File: config.mk
export PLATFORM = sky130hd
export DESIGN_NAME = astc_block_mode_decode_core
export DESIGN_NICKNAME = d
export VERILOG_FILES = /design/src/design/abmd_pkg.sv /design/src/design/abmd_front.sv /design/src/design/abmd_queue.sv /design/src/design/abmd_back.sv /design/src/design/astc_block_mode_decode_core.sv
export SDC_FILE = /design/constraint.sdc
export NUM_CORES = 1
export LEC_CHECK = 0
export BUFFER_PORTS_ARGS = -buffer_cell sky130_fd_sc_hd__buf_2
export CAP_MARGIN = 20
export CORE_ASPECT_RATIO = 2
export CORE_MARGIN = 8
export CORE_UTILIZATION = 48
export CTS_CLUSTER_SIZE = 20
export DETAILED_ROUTE_END_ITERATION = 6
export PLACE_DENSITY_LB_ADDON = 0.1
export SLEW_MARGIN = 0
export SYNTH_ARGS = -nofsm -noshare
export SYNTH_HDL_FRONTEND = slang
export SYNTH_HIERARCHICAL = 1
export SYNTH_SLANG_ARGS = --single-unit
File: constraint.sdc
create_clock -name clk -period 5.64 [get_ports clk]
set_input_delay 0.282 -clock clk [delete_from_list [all_inputs] [get_ports clk]]
set_output_delay 0.282 -clock clk [all_outputs]
set_load 0.05 [all_outputs]
File: src/design/abmd_pkg.sv
// ----------------------------------------------------------------------------
// abmd_pkg: shared types and tables for the ASTC 2D block mode decoder
// Holds the queue entry and configuration structs, register indexes, reset
// values, the integer-sequence size table and the divider reciprocals.
// ----------------------------------------------------------------------------
`default_nettype none

package abmd_pkg;

  // Default depth of the queue between the front and the back.
  localparam int unsigned QUEUE_DEPTH_DEF = 4;

  // Configuration register indexes.
  localparam logic [1:0] CFG_MAX_WCNT = 2'd0;
  localparam logic [1:0] CFG_MIN_BITS = 2'd1;
  localparam logic [1:0] CFG_MAX_BITS = 2'd2;

  // Configuration reset values.
  localparam logic [7:0] MAX_WCNT_RST = 8'd64;
  localparam logic [6:0] MIN_BITS_RST = 7'd24;
  localparam logic [9:0] MAX_BITS_RST = 10'd96;

  // Divisor select codes of the sequence size table (divisor 1, 3 or 5).
  localparam logic [1:0] DIV_BY1 = 2'd0;
  localparam logic [1:0] DIV_BY3 = 2'd1;
  localparam logic [1:0] DIV_BY5 = 2'd2;

  // Reciprocals for division by 3 and 5, exact for numerators below 4096.
  localparam int unsigned RECIP_SHIFT = 15;
  localparam logic [13:0] RECIP_DIV3  = 14'd10923;
  localparam logic [13:0] RECIP_DIV5  = 14'd6554;

  // Decoded block mode as it travels through the queue.
  typedef struct packed {
    logic       reserved;
    logic [3:0] grid_w;
    logic [3:0] grid_h;
    logic       dual;
    logic [3:0] level;
    logic [6:0] count;
  } entry_t;

  // Configuration registers.
  typedef struct packed {
    logic [7:0] max_wcnt;
    logic [6:0] min_bits;
    logic [9:0] max_bits;
  } cfg_t;

  // Queue status seen by the front and the back.
  typedef struct packed {
    logic full;
    logic empty;
  } q_stat_t;

  // Back-end status.
  typedef struct packed {
    logic busy;
  } back_stat_t;

  // Scale of the integer-sequence size for a quantization level.
  function automatic logic [4:0] seq_scale(input logic [3:0] level);
    logic [4:0] s;
    case (level)
      4'd0:    s = 5'd1;
      4'd1:    s = 5'd8;
      4'd2:    s = 5'd2;
      4'd3:    s = 5'd7;
      4'd4:    s = 5'd13;
      4'd5:    s = 5'd3;
      4'd6:    s = 5'd10;
      4'd7:    s = 5'd18;
      4'd8:    s = 5'd4;
      4'd9:    s = 5'd13;
      4'd10:   s = 5'd23;
      4'd11:   s = 5'd5;
      default: s = 5'd0;
    endcase
    return s;
  endfunction

  // Divisor select for a quantization level.
  function automatic logic [1:0] seq_div_sel(input logic [3:0] level);
    logic [1:0] d;
    case (level)
      4'd1, 4'd4, 4'd7, 4'd10: d = DIV_BY5;
      4'd3, 4'd6, 4'd9:        d = DIV_BY3;
      default:                 d = DIV_BY1;
    endcase
    return d;
  endfunction

endpackage

`default_nettype wire

File: src/design/abmd_front.sv
// ----------------------------------------------------------------------------
// abmd_front: block mode accept and classify stage
// Accepts mode words, splits them into the layout cases and writes the
// decoded grid, plane, level and weight count into the queue.
// ----------------------------------------------------------------------------
`default_nettype none

module abmd_front
  import abmd_pkg::*;
(
  input  wire logic        in_valid,
  output logic             in_stall,
  input  wire logic [10:0] in_mode_word,
  input  wire q_stat_t     q_stat,
  output logic             q_push,
  output entry_t           q_wdata
);

  logic [10:0] m;
  logic [1:0]  a;
  logic [1:0]  b;
  logic [2:0]  r;
  logic        h;
  logic        d;
  logic        reserved;
  logic [3:0]  w;
  logic [3:0]  ht;
  logic [3:0]  level;
  logic [7:0]  wh;
  logic [7:0]  count8;

  assign m = in_mode_word;
  assign a = m[6:5];

  // Accept whenever the queue has room.
  assign in_stall = q_stat.full;
  assign q_push   = in_valid && !q_stat.full;

  // Layout case decode.
  always_comb begin
    h        = m[9];
    d        = m[10];
    reserved = 1'b0;
    w        = 4'd0;
    ht       = 4'd0;
    b        = m[8:7];
    if (m[1:0] != 2'b00) begin
      r = {m[1:0], m[4]};
      case (m[3:2])
        2'd0: begin
          w  = {2'b00, b} + 4'd4;
          ht = {2'b00, a} + 4'd2;
        end
        2'd1: begin
          w  = {2'b00, b} + 4'd8;
          ht = {2'b00, a} + 4'd2;
        end
        2'd2: begin
          w  = {2'b00, a} + 4'd2;
          ht = {2'b00, b} + 4'd8;
        end
        default: begin
          if (m[8]) begin
            w  = {3'b000, b[0]} + 4'd2;
            ht = {2'b00, a} + 4'd2;
          end else begin
            w  = {2'b00, a} + 4'd2;
            ht = {3'b000, b[0]} + 4'd6;
          end
        end
      endcase
    end else begin
      r = {m[3:2], m[4]};
      b = m[10:9];
      if (m[3:2] == 2'b00) begin
        reserved = 1'b1;
      end else begin
        case (m[8:7])
          2'd0: begin
            w  = 4'd12;
            ht = {2'b00, a} + 4'd2;
          end
          2'd1: begin
            w  = {2'b00, a} + 4'd2;
            ht = 4'd12;
          end
          2'd2: begin
            // Wide grid layout has no dual plane and no high precision.
            w  = {2'b00, a} + 4'd6;
            ht = {2'b00, b} + 4'd6;
            d  = 1'b0;
            h  = 1'b0;
          end
          default: begin
            if (a == 2'd0) begin
              w  = 4'd6;
              ht = 4'd10;
            end else if (a == 2'd1) begin
              w  = 4'd10;
              ht = 4'd6;
            end else begin
              reserved = 1'b1;
            end
          end
        endcase
      end
    end
  end

  // Quantization level and weight count.
  assign level  = {1'b0, r} - 4'd2 + (h ? 4'd6 : 4'd0);
  assign wh     = {4'd0, w} * {4'd0, ht};
  assign count8 = d ? {wh[6:0], 1'b0} : wh;

  // Reserved encodings carry all-zero fields.
  always_comb begin
    if (reserved) begin
      q_wdata          = '0;
      q_wdata.reserved = 1'b1;
    end else begin
      q_wdata.reserved = 1'b0;
      q_wdata.grid_w   = w;
      q_wdata.grid_h   = ht;
      q_wdata.dual     = d;
      q_wdata.level    = level;
      q_wdata.count    = count8[6:0];
    end
  end

endmodule

`default_nettype wire

File: src/design/abmd_queue.sv
// ----------------------------------------------------------------------------
// abmd_queue: decoupling queue between front and back
// A small register queue of decoded entries with a fill count.
// ----------------------------------------------------------------------------
`default_nettype none

module abmd_queue
  import abmd_pkg::*;
#(
  parameter int unsigned DEPTH = QUEUE_DEPTH_DEF
) (
  input  wire logic   clk,
  input  wire logic   rst_n,
  input  wire logic   push,
  input  wire entry_t wdata,
  input  wire logic   pop,
  output entry_t      rdata,
  output q_stat_t     stat
);

  localparam int unsigned AW = $clog2(DEPTH);
  localparam int unsigned CW = $clog2(DEPTH + 1);

  entry_t        mem_r [DEPTH];
  logic [AW-1:0] wr_ptr_r;
  logic [AW-1:0] wr_ptr_nxt;
  logic [AW-1:0] rd_ptr_r;
  logic [AW-1:0] rd_ptr_nxt;
  logic [CW-1:0] fill_r;
  logic [CW-1:0] fill_nxt;

  assign stat.full  = (fill_r == CW'(DEPTH));
  assign stat.empty = (fill_r == '0);
  assign rdata      = mem_r[rd_ptr_r];

  // Pointer and fill count update; pointers wrap at the last entry.
  always_comb begin
    wr_ptr_nxt = wr_ptr_r;
    rd_ptr_nxt = rd_ptr_r;
    fill_nxt   = fill_r;
    if (push) begin
      wr_ptr_nxt = (wr_ptr_r == AW'(DEPTH - 1)) ? '0 : wr_ptr_r + 1'b1;
    end
    if (pop) begin
      rd_ptr_nxt = (rd_ptr_r == AW'(DEPTH - 1)) ? '0 : rd_ptr_r + 1'b1;
    end
    if (push && !pop) begin
      fill_nxt = fill_r + 1'b1;
    end else if (pop && !push) begin
      fill_nxt = fill_r - 1'b1;
    end
  end

  always_ff @(posedge clk) begin
    if (!rst_n) begin
      wr_ptr_r <= '0;
      rd_ptr_r <= '0;
      fill_r   <= '0;
    end else begin
      wr_ptr_r <= wr_ptr_nxt;
      rd_ptr_r <= rd_ptr_nxt;
      fill_r   <= fill_nxt;
    end
  end

  // Entry storage.
  always_ff @(posedge clk) begin
    if (push) begin
      mem_r[wr_ptr_r] <= wdata;
    end
  end

endmodule

`default_nettype wire

File: src/design/abmd_back.sv
// ----------------------------------------------------------------------------
// abmd_back: weight bit count and limit check pipeline
// Three stages: sequence scale product, division by the table divisor
// through a reciprocal product, then the limit compare into the output
// register.
// ----------------------------------------------------------------------------
`default_nettype none

module abmd_back
  import abmd_pkg::*;
(
  input  wire logic    clk,
  input  wire logic    rst_n,
  input  wire q_stat_t q_stat,
  input  wire entry_t  q_rdata,
  output logic         q_pop,
  input  wire cfg_t    cfg,
  output back_stat_t   stat,
  output logic         out_valid,
  input  wire logic    out_stall,
  output logic         out_mode_valid,
  output logic [3:0]   out_grid_width,
  output logic [3:0]   out_grid_height,
  output logic         out_dual_plane,
  output logic [3:0]   out_weight_quant,
  output logic [7:0]   out_weight_total,
  output logic [9:0]   out_weight_bit_total
);

  logic        s1_v_r;
  logic        s1_v_nxt;
  entry_t      s1_ent_r;
  logic [11:0] s1_num_r;
  logic [11:0] s1_num_nxt;
  logic [1:0]  s1_sel_r;
  logic [1:0]  s1_sel_nxt;

  logic        s2_v_r;
  logic        s2_v_nxt;
  entry_t      s2_ent_r;
  logic [9:0]  s2_bits_r;
  logic [9:0]  s2_bits_nxt;

  logic        out_valid_r;
  logic        out_valid_nxt;
  logic        out_ok_r;
  logic        out_ok_nxt;
  entry_t      out_ent_r;
  logic [9:0]  out_bits_r;

  logic        ld1;
  logic        ld2;
  logic        ld3;
  logic [13:0] recip;
  logic [25:0] quot_prod;

  // Stage load enables: a stage loads when empty or when it moves on.
  assign ld3   = !out_valid_r || !out_stall;
  assign ld2   = !s2_v_r || ld3;
  assign ld1   = !s1_v_r || ld2;
  assign q_pop = !q_stat.empty && ld1;

  assign stat.busy = s1_v_r || s2_v_r || out_valid_r;

  // Stage 1: scale times count, plus divisor minus one for the ceiling.
  always_comb begin
    s1_sel_nxt = seq_div_sel(q_rdata.level);
    s1_num_nxt = {7'd0, seq_scale(q_rdata.level)} * {5'd0, q_rdata.count}
                 + {9'd0, s1_sel_nxt, 1'b0};
  end

  // Stage 2: divide by 1, 3 or 5.
  always_comb begin
    recip       = (s1_sel_r == DIV_BY3) ? RECIP_DIV3 : RECIP_DIV5;
    quot_prod   = {14'd0, s1_num_r} * {12'd0, recip};
    s2_bits_nxt = (s1_sel_r == DIV_BY1) ? s1_num_r[9:0]
                                        : quot_prod[RECIP_SHIFT +: 10];
  end

  // Stage 3: limit check; reserved encodings are never valid.
  always_comb begin
    out_ok_nxt = !s2_ent_r.reserved
                 && ({1'b0, s2_ent_r.count} <= cfg.max_wcnt)
                 && (s2_bits_r >= {3'd0, cfg.min_bits})
                 && (s2_bits_r <= cfg.max_bits);
  end

  // Valid flags of the stages.
  always_comb begin
    s1_v_nxt      = ld1 ? q_pop : s1_v_r;
    s2_v_nxt      = ld2 ? s1_v_r : s2_v_r;
    out_valid_nxt = ld3 ? s2_v_r : out_valid_r;
  end

  always_ff @(posedge clk) begin
    if (!rst_n) begin
      s1_v_r      <= 1'b0;
      s2_v_r      <= 1'b0;
      out_valid_r <= 1'b0;
    end else begin
      s1_v_r      <= s1_v_nxt;
      s2_v_r      <= s2_v_nxt;
      out_valid_r <= out_valid_nxt;
    end
  end

  // Stage payload registers.
  always_ff @(posedge clk) begin
    if (ld1) begin
      s1_ent_r <= q_rdata;
      s1_num_r <= s1_num_nxt;
      s1_sel_r <= s1_sel_nxt;
    end
    if (ld2) begin
      s2_ent_r  <= s1_ent_r;
      s2_bits_r <= s2_bits_nxt;
    end
    if (ld3) begin
      out_ent_r  <= s2_ent_r;
      out_bits_r <= s2_bits_r;
      out_ok_r   <= out_ok_nxt;
    end
  end

  assign out_valid            = out_valid_r;
  assign out_mode_valid       = out_ok_r;
  assign out_grid_width       = out_ent_r.grid_w;
  assign out_grid_height      = out_ent_r.grid_h;
  assign out_dual_plane       = out_ent_r.dual;
  assign out_weight_quant     = out_ent_r.level;
  assign out_weight_total     = {1'b0, out_ent_r.count};
  assign out_weight_bit_total = out_bits_r;

endmodule

`default_nettype wire

File: src/design/astc_block_mode_decode_core.sv
// Path: an accepted mode word is written into the queue, then moves through
//   the scale, divide and check stages into the output register.
// Throughput: one mode word per cycle, three-stage back pipeline, held by out_stall.
// Reset: synchronous, active low; empties queue and pipeline and loads the
//   limit registers with 64 weights, 24 and 96 weight bits.
// ----------------------------------------------------------------------------
// astc_block_mode_decode_core: ASTC 2D block mode decoder
// Front decode into a small queue, back pipeline computes the weight bit
// count and checks it and the weight count against the limit registers.
// ----------------------------------------------------------------------------
`default_nettype none

module astc_block_mode_decode_core
  import abmd_pkg::*;
#(
  parameter int unsigned QUEUE_DEPTH = QUEUE_DEPTH_DEF
) (
  input  wire logic        clk,
  input  wire logic        rst_n,
  input  wire logic        cfg_we,
  input  wire logic [1:0]  cfg_index,
  input  wire logic [9:0]  cfg_wdata,
  input  wire logic        in_valid,
  output logic             in_stall,
  input  wire logic [10:0] in_mode_word,
  output logic             out_valid,
  input  wire logic        out_stall,
  output logic             out_mode_valid,
  output logic [3:0]       out_grid_width,
  output logic [3:0]       out_grid_height,
  output logic             out_dual_plane,
  output logic [3:0]       out_weight_quant,
  output logic [7:0]       out_weight_total,
  output logic [9:0]       out_weight_bit_total
);

  cfg_t       cfg_r;
  cfg_t       cfg_nxt;
  q_stat_t    q_stat;
  entry_t     q_wdata;
  entry_t     q_rdata;
  logic       q_push;
  logic       q_pop;
  back_stat_t back_stat;

  // Limit register writes.
  always_comb begin
    cfg_nxt = cfg_r;
    if (cfg_we) begin
      case (cfg_index)
        CFG_MAX_WCNT: cfg_nxt.max_wcnt = cfg_wdata[7:0];
        CFG_MIN_BITS: cfg_nxt.min_bits = cfg_wdata[6:0];
        CFG_MAX_BITS: cfg_nxt.max_bits = cfg_wdata;
        default:      cfg_nxt = cfg_r;
      endcase
    end
  end

  always_ff @(posedge clk) begin
    if (!rst_n) begin
      cfg_r.max_wcnt <= MAX_WCNT_RST;
      cfg_r.min_bits <= MIN_BITS_RST;
      cfg_r.max_bits <= MAX_BITS_RST;
    end else begin
      cfg_r <= cfg_nxt;
    end
  end

  abmd_front u_front (
    .in_valid     (in_valid),
    .in_stall     (in_stall),
    .in_mode_word (in_mode_word),
    .q_stat       (q_stat),
    .q_push       (q_push),
    .q_wdata      (q_wdata)
  );

  abmd_queue #(
    .DEPTH (QUEUE_DEPTH)
  ) u_queue (
    .clk   (clk),
    .rst_n (rst_n),
    .push  (q_push),
    .wdata (q_wdata),
    .pop   (q_pop),
    .rdata (q_rdata),
    .stat  (q_stat)
  );

  abmd_back u_back (
    .clk                  (clk),
    .rst_n                (rst_n),
    .q_stat               (q_stat),
    .q_rdata              (q_rdata),
    .q_pop                (q_pop),
    .cfg                  (cfg_r),
    .stat                 (back_stat),
    .out_valid            (out_valid),
    .out_stall            (out_stall),
    .out_mode_valid       (out_mode_valid),
    .out_grid_width       (out_grid_width),
    .out_grid_height      (out_grid_height),
    .out_dual_plane       (out_dual_plane),
    .out_weight_quant     (out_weight_quant),
    .out_weight_total     (out_weight_total),
    .out_weight_bit_total (out_weight_bit_total)
  );

`ifndef ASSERT_OFF
  // The back never takes an entry from an empty queue.
  a_pop_nonempty: assert property (@(posedge clk) disable iff (!rst_n)
    q_pop |-> !q_stat.empty)
    else $error("queue popped while empty");

  // A zero grid width marks a reserved encoding, which is never valid.
  a_reserved_zero: assert property (@(posedge clk) disable iff (!rst_n)
    (out_valid && out_grid_width == 4'd0) |->
      (!out_mode_valid && out_weight_total == 8'd0 && out_weight_bit_total == 10'd0))
    else $error("reserved encoding reported with nonzero fields");

  // An item entering an idle block reaches the output register on time.
  a_idle_latency: assert property (@(posedge clk) disable iff (!rst_n)
    (in_valid && !in_stall && q_stat.empty && !back_stat.busy) |-> ##4 out_valid)
    else $error("result missing after idle-block latency");
`endif

endmodule

`default_nettype wire

Word-level counts from Yosys, hierarchy flattened
Memories as Yosys holds them, arrays and structs flattened. A register that Yosys moved wholly into a read port is not among the register bits.
Index checks and enable logic that the tools add are counted.
{ "classes": {"add_sub_neg": 14, "multipliers": 3, "magnitude_cmp": 3, "eq_ne": 18, "n_mux": 40, "reduce_logical": 34} }
{ "op_table": {"columns": ["op", "n"], "rows": [
  ["4-bit 2-to-1 mux", 9],
  ["4-bit case mux with 3 select lines", 3],
  ["12-bit by 14-bit multiplier with 25-bit output", 1],
  ["21-bit 2-to-1 mux", 1],
  ["3-bit 2-to-1 mux", 5],
  ["14-bit 2-to-1 mux", 1],
  ["1-bit 2-to-1 mux", 13],
  ["12-bit by 3-bit adder with 12-bit output", 1],
  ["2-bit by 3-bit adder with 4-bit output (second input constant)", 3],
  ["4-bit by 3-bit equality test with 1-bit output (second input constant)", 3],
  ["5-bit by 7-bit multiplier with 12-bit output", 1],
  ["2-bit by 1-bit equality test with 1-bit output (second input constant)", 5],
  ["2-bit equality test (second input constant)", 5],
  ["10-bit by 7-bit >= comparator with 1-bit output", 1],
  ["10-bit <= comparator", 1],
  ["2-bit zero test", 5],
  ["10-bit 2-to-1 mux", 1],
  ["1-bit zero test", 9],
  ["4-bit equality test (second input constant)", 2],
  ["7-bit by 8-bit <= comparator with 1-bit output", 1],
  ["2-bit 2-to-1 mux", 4],
  ["4-bit case mux with 2 select lines", 1],
  ["1-bit logical AND", 7],
  ["4-bit by 4-bit multiplier with 7-bit output", 1],
  ["21 further kinds", 28]
]} }
{ "totals": {"register_bits": 132, "ram_bits": 84, "mem_bits_ro": 80, "input_bits": 28, "out_inout_bits": 34, "wordCells": 145, "memories": 2} }
{ "memory_table": {"columns": ["name", "depth", "word_bits", "rd", "rd_ports_with_merged_regs", "write_ports", "line_no", "source"], "rows": [
  ["u_queue.mem_r", 4, 21, 1, 1, 1, "abmd_queue.sv:24", "entry_t mem_r [DEPTH];"],
  ["(no name shown)", 16, 5, 1, 0, 0, "abmd_pkg.sv:64", "case (level)"]
]} }

Depth between registers and ports, before layout
Gate-level depths: netlist of the first run.
{ "logic_depth": {"depth_word": 9, "mapped_depth": 23, "mapped_depth_nobuf": 22} }

By module
The synthesis of the first run kept the hierarchy.
{ "modules_own_cells": {"columns": ["module", "instances", "cells_each", "area_per_inst_um2", "seq_area_each_um2"], "rows": [
  ["abmd_back", 1, 788, 8548.2, 2972.9],
  ["abmd_queue", 1, 153, 3489.6, 2702.6],
  ["abmd_front", 1, 146, 1032.2, 0.0],
  ["astc_block_mode_decode_core", 1, 100, 985.9, 500.5]
]} }

Worst setup path after synthesis of the first run
No wires, ideal clock.
{ "synth_path": {"path_type": "flip-flop to flip-flop", "from": "register u_back.s1_sel_r[1]", "to": "register u_back.s2_bits_r[6] (data pin)", "setup_ns": 0.260, "arrival_ns": 5.268, "required_ns": 5.380, "path_slack_ns": 0.112, "path_stages_with_launch": 20, "path_buffers": 1, "period_less_slack_ns": 5.528, "cell_sequence": "edfxtp_1 -> or2b_1 -> clkbuf_1 -> and2_1 -> fa_1 -> inv_1 -> fa_1 -> fa_1 -> inv_1 -> fa_1 -> inv_1 -> fa_1 -> inv_1 -> ha_1 -> nand2_1 -> a211o_1 -> or4_1 -> o21ai_1 -> mux2i_1 -> nor3_2"} }
{ "synth_via": {"elab_chain_len": 4, "elab_cells_between_ends": 5, "cone_classes": "1 x mul; 1 x eq/ne; 2 x mux; 1 x reduce/logical"} }
{ "synth_rtl": {"columns": ["element", "line_no", "source"], "rows": [
  ["from (decl)", "abmd_back.sv:35", "logic [1:0] s1_sel_r;"],
  ["from (signal assigned)", "abmd_back.sv:112", "s1_sel_r <= s1_sel_nxt;"],
  ["2-bit by 1-bit equality test with 1-bit output", "abmd_back.sv:74", "recip = (s1_sel_r == DIV_BY3) ? RECIP_DIV3 : RECIP_DIV5;"],
  ["14-bit 2-to-1 mux", "abmd_back.sv:74", null],
  ["12-bit by 14-bit multiplier with 25-bit output", "abmd_back.sv:75", "quot_prod = {14'd0, s1_num_r} * {12'd0, recip};"],
  ["10-bit 2-to-1 mux *", "abmd_back.sv:76", "s2_bits_nxt = (s1_sel_r == DIV_BY1) ? s1_num_r[9:0]"],
  ["named net u_back.s2_bits_nxt[6]", "abmd_back.sv:42", "logic [9:0] s2_bits_nxt;"],
  ["to (signal assigned)", "abmd_back.sv:116", "s2_bits_r <= s2_bits_nxt;"],
  ["to (decl)", "abmd_back.sv:41", "logic [9:0] s2_bits_r;"]
]} }
Mark *: on every way through the listed nets, which the timed path passes. The rest lies on a longest branch.
A chain may end at the register's enable or synchronous reset.

Worst setup path after layout of the first run
Ends and elaborated chain as after synthesis.

==> flow_summary.toml, run 1 <==
[final_layout]
syn_to_final_growth_pct = 13.0
nets = 1553
final_cells = 1674
regArea_mm2 = 0.00618
num-fill-cells = 2531
drive_gt1_frac = 0.157
multi_input_area_mm2 = 0.00706
diodes = 0

[sta]
fin_tns_setup_ps = 0
max_freq_mhz = 180
period_needed_ps = 5540
slew_violations = 0
tightest_slew_ps = 946
hold_viol_final = 0
fin_skew_ps = 11.6
setup_viol = 0
timing.slew.headroom = 0.367
post-route-period-util = 0.983

[worst_setup_path]
slowest_stage = "fa_1"
worstSetupEndpointType = "register"
cp_max_fo = 6
start_kind = "register"
critical_path_class = "reg -> reg"
crit_chain = "or2b_4, and2_4, fa_1, inv_1, buf_4, fa_1, inv_1, ha_1, fa_1, inv_1, fa_1, inv_1, ha_4, o21ai_1, a211o_1, or4_4, o21ai_2, mux2i_1, nor3_2"
cp_slowest_stage_delay_ps = 550
cp.arrival_ps = 5790
critPathRequiredTime_ps = 5890

[grt]
grt_max_degree = 47
grt_first_pass_wirelength_um = 51100
gr-total-overflow = 0
track_usage = 0.190
antenna_found_initial = 0
grt_pass1_vias = 9761

[synth]
syn_inst = 1186
syn_area_mm2 = 0.0140
yosys_warnings = 6
syn_area_per_cell_um2 = 11.8

[routing]
drt_iter0_drc = 291
vias = 8917
drtAntennaViolNets = 0
drc = 0
dr.pass1.iters = 4
drt-vias-per-instance = 5.33
wire_per_inst_um = 19.4
wl_um = 32500

[clock_tree]
cts_tree = "built"
cts_htree_levels = 1
clk-insertion-delay-late_ps = 510
cts_buffer_depth = 3
path_clk_slew_ps = 70
cts_buffers = 21
clock-root-buffer = "clkbuf_16"
cts.sinks = 218
postCtsHoldBufs = 0

[floorplanning]
ios = 62
start_util = 0.487
dieArea_mm2 = 0.0353
core-area_mm2 = 0.0288
die_w_um = 137
die_y_um = 258
rows = 88

[placed_design]
dp_hpwl_um = 26300
dp_cells = 1629
io_buffers = 60
gp_congestion = 0.908

[run]
max_cap_viol_count = 0

[status]
status = "finished, final reports clean"

[hold_path]
hp-class = "in -> reg"
[repair_timing]
action | CTS | global route
setup endpoints to repair | 4 | 9
buffers inserted | 1 | 6
pin swaps | 1 | 18
resized for setup | 5 | 25
[area by class of cell]
cell class                 instances  share of cell area
multi-input combinational        735               0.445
sequential                       218               0.389
inverter                         213              0.0504
timing repair buffer             110              0.0441
clock buffer                      25              0.0341
tap                              360              0.0284
clock inverter                    13             0.00938
[metal layers]
layer / vias up / global-route usage / part of all wire
met5: - / 0 / 0
met4: 0 / 0.107 / 0.059
met3: 103 / 0.0181 / 0.026
met2: 183 / 0.388 / 0.59
met1: 4369 / 0.169 / 0.32
li1: 4262 / - / -
[sequential cells by signal, summed over array words and instances, names as in the netlist, 2 cells and up, named ones only]
signal and flops:
u_queue/mem_r 84, cfg_r 25, u_back/s1_ent_r 21, u_back/s2_ent_r 21
u_back/s1_num_r 12, u_back/out_weight_bit_total 10, u_back/s2_bits_r 10, u_back/out_weight_total 7
u_back/out_grid_height 4, u_back/out_grid_width 4, u_back/out_weight_quant 4, u_queue/fill_r 3
u_back/s1_sel_r 2, u_queue/rd_ptr_r 2, u_queue/wr_ptr_r 2
[worst paths after layout]
path	startpoint	slack, ps	cells after the start	endpoint
min reg2reg	u_back/s1_ent_r[18]	420	0	u_back/s2_ent_r[18]
min	cfg_wdata[8]	20	3	cfg_r[8]
max	u_back/s1_sel_r[1]	100	19	u_back/s2_bits_r[6]
max reg2reg	u_back/s1_sel_r[1]	100	19	u_back/s2_bits_r[6]
[cells in the final DEF, fill, tap and decap left out, drive strengths merged, types with 4 or more instances in the layout]
cell type  count
xnor2         13
a21o          14
conb          10
clkinv         7
nor3          16
nand4          6
clkbuf        25
a31oi          6
or2            6
mux4          21
mux2i         33
ha           137
o211ai         7
nor2b         26
nand2b         9
a21oi         43
and3           5
o31ai          4
a211oi         6
dfxtp         37
xor2           9
a211o          4
nand2         96
nor2          49
buf          110
edfxtp       181
a21boi         6
o22ai          7
nand3          6
o21a           7
o21ai         29
and2          31
fa            89
inv          216
[worst max-delay path: cells and delay by family, from the launching register on]
| kind | cells | cell delay, ps |
|---|---|---|
| fa+ha+maj | 6 | 2690 |
| flops | 1 | 430 |
| compound gates | 3 | 520 |
| buf+inv | 5 | 380 |
| simple gates | 4 | 980 |
| mux | 1 | 270 |
[per-stage QoR]
step	util	setup slack (ps)	cell area, um^2	hold WS [ps]
after floorplan	-	112	14100	400
after global placement	0.518	-55.2	15000	401
after detailed placement	0.519	-176	15000	405
after CTS	0.544	41.9	15700	0.117
after global routing	0.550	-14.9	15900	14.5
final	0.550	96.0	15900	18.8
Power of run 1 is not shown: default switching activity piles up to over one toggle a cycle in this logic, so the estimate is an artifact.
==> run 2, diff against run 1 <==
CORE_MARGIN = not set   (was 8)
==> flow_summary.toml, run 2 (synthesis results as in run 1) <==
[status]
status = "finished, final reports clean"

[final_layout]
drive_gt1_frac = 0.163
syn_to_final_growth_pct = 12.9
largest_reg_flops = 84
final_common_cell = "inv_1"
regMostFlops = "u_queue/mem_r"
nets = 1547
layout_common_cells = "inv_1 (207), edfxtp_1 (181), ha_1 (126)"
reg.largest.list = "u_queue/mem_r x84, cfg_r x25"
num-fill-cells = 2525
diodes = 0

[worst_setup_path]
critPathRequiredTime_ps = 5900
cp_slowest_stage_delay_ps = 560
r2r-end = "u_back/s2_bits_r[6]"
worstSetupEndpointType = "register"
critical_path_class = "reg -> reg"
r2r_cells = 19
r2r_slack_ps = 160
slowest_stage = "fa_2"
start_kind = "register"
rr_startpoint = "u_back/s1_sel_r[1]"
cp.arrival_ps = 5740
path_common_cell = "fa_1"
cp_max_fo = 4
crit_chain = "or2b_1, and2_4, fa_1, inv_2, buf_4, fa_2, inv_1, ha_4, fa_1, inv_1, fa_1, inv_2, ha_4, o21ai_1, a211o_1, or4_4, o21ai_4, mux2i_1, nor3_2"

[run]
max_cap_viol_count = 0

[floorplanning]
start_util = 0.487
dieArea_mm2 = 0.0300
die_w_um = 123
rows = 88
ios = 62
core-area_mm2 = 0.0288
die_y_um = 244

[sta]
slew_violations = 0
timing.slew.headroom = 0.235
post-route-period-util = 0.971
setup_viol = 0
max_freq_mhz = 183
hold_viol_final = 0
period_needed_ps = 5480
setup_ws_ps = 164
tightest_slew_ps = 1140
fin_skew_ps = 13.5

[routing]
drtAntennaViolNets = 0
drc = 0
wl_um = 32500
wire_per_inst_um = 19.5
drt_iter0_drc = 319
drt-vias-per-instance = 5.31
vias = 8849
dr.pass1.iters = 4

[hold_path]
hp-class = "in -> reg"
holdPathStages = 3
min_from = "cfg_wdata[9]"
hold_end = "cfg_r[9]"

[clock_tree]
clock-root-buffer = "clkbuf_16"
path_clk_slew_ps = 60
cts_tree = "built"
cts_buffers = 21
cts_buffer_depth = 3
clk-insertion-delay-late_ps = 520
cts_htree_levels = 1
cts.sinks = 218

[placed_design]
place_ws_ps = -38.5
dp_hpwl_um = 26300
gp_congestion = 0.937
io_buffers = 60

[grt]
track_usage = 0.231
antenna_found_initial = 0
grt_first_pass_wirelength_um = 50900
gr-total-overflow = 0
grt_pass1_vias = 9606
grt_max_degree = 47
-- run 2: cell count changes in the layout (fill, tap and decap cells not counted), moves of 4 or more --
| cell | previous run | this run |
|---|---|---|
| a21oi_2 | 1 | 5 |
| ha_4 | 6 | 10 |
| buf_4 | 48 | 41 |
| a21oi_1 | 42 | 38 |
| ha_1 | 131 | 126 |
| inv_1 | 211 | 207 |
| inv_2 | 2 | 6 |
-- run 2: worst max-delay path by stage --
stage / from / end / slack [ps] / cells past startpoint
after floorplan: u_back/s1_sel_r[1] / u_back/s2_bits_r[6] / 110 / 19
after global placement: u_back/s1_sel_r[1] / u_back/s2_bits_r[8] / 40 / 19
after detailed placement: u_back/s1_sel_r[1] / u_back/s2_bits_r[9] / -40 / 18
after CTS: u_back/s1_sel_r[1] / u_back/s2_bits_r[3] / 6 / 20
after global routing: u_back/s1_sel_r[1] / u_back/s2_bits_r[6] / -20 / 19
final: u_back/s1_sel_r[1] / u_back/s2_bits_r[6] / 160 / 19
-- run 2: routing by layer --
layer,track usage,wire (um)
met1,0.208,10400
met2,0.475,19300
met3,0.0224,759
met4,0.124,1970
met5,0,0
-- run 2: area by class of cell --
| class | count | area, um^2 | area share |
|---|---|---|---|
| Multi-Input combinational cell | 735 | 7150 | 0.451 |
| Sequential cell | 218 | 6180 | 0.390 |
| Inverter | 213 | 800 | 0.0504 |
| Timing Repair Buffer | 104 | 641 | 0.0404 |
| Clock buffer | 24 | 537 | 0.0339 |
| Tap cell | 360 | 450 | 0.0284 |
| Clock inverter | 13 | 97.6 | 0.00615 |
-- run 2: stage by stage --
stage / TNS [ps] / hold WS (ps) / area, um^2 / utilization / cells
floorplan: 0 / 400 / 14100 / - / 1194
global placement: 0 / 400 / 14900 / 0.517 / 1624
detailed placement: -70.4 / 405 / 14900 / 0.517 / 1624
CTS: 0 / 10.1 / 15600 / 0.540 / 1662
global route: -25.1 / 30.2 / 15900 / 0.550 / 1667
finish: 0 / 33.7 / 15900 / 0.550 / 1667
-- run 2: worst max-delay path: cells and delay by family, from the launching register on --
family / cells / cell delay, ps
buf+inv: 5 / 360
simple gates: 4 / 1080
mux: 1 / 220
fa+ha+maj: 6 / 2580
flops: 1 / 450
compound gates: 3 / 520
-- run 2: repair_timing --
action,CTS,global route
gates resized for setup,4,46
endpoints found under the hold margin,1,0
hold buffers,1,0
setup buffers,0,5
setup endpoints to repair,2,12
pin swaps,0,28
Power of run 2 is left out for the same reason.
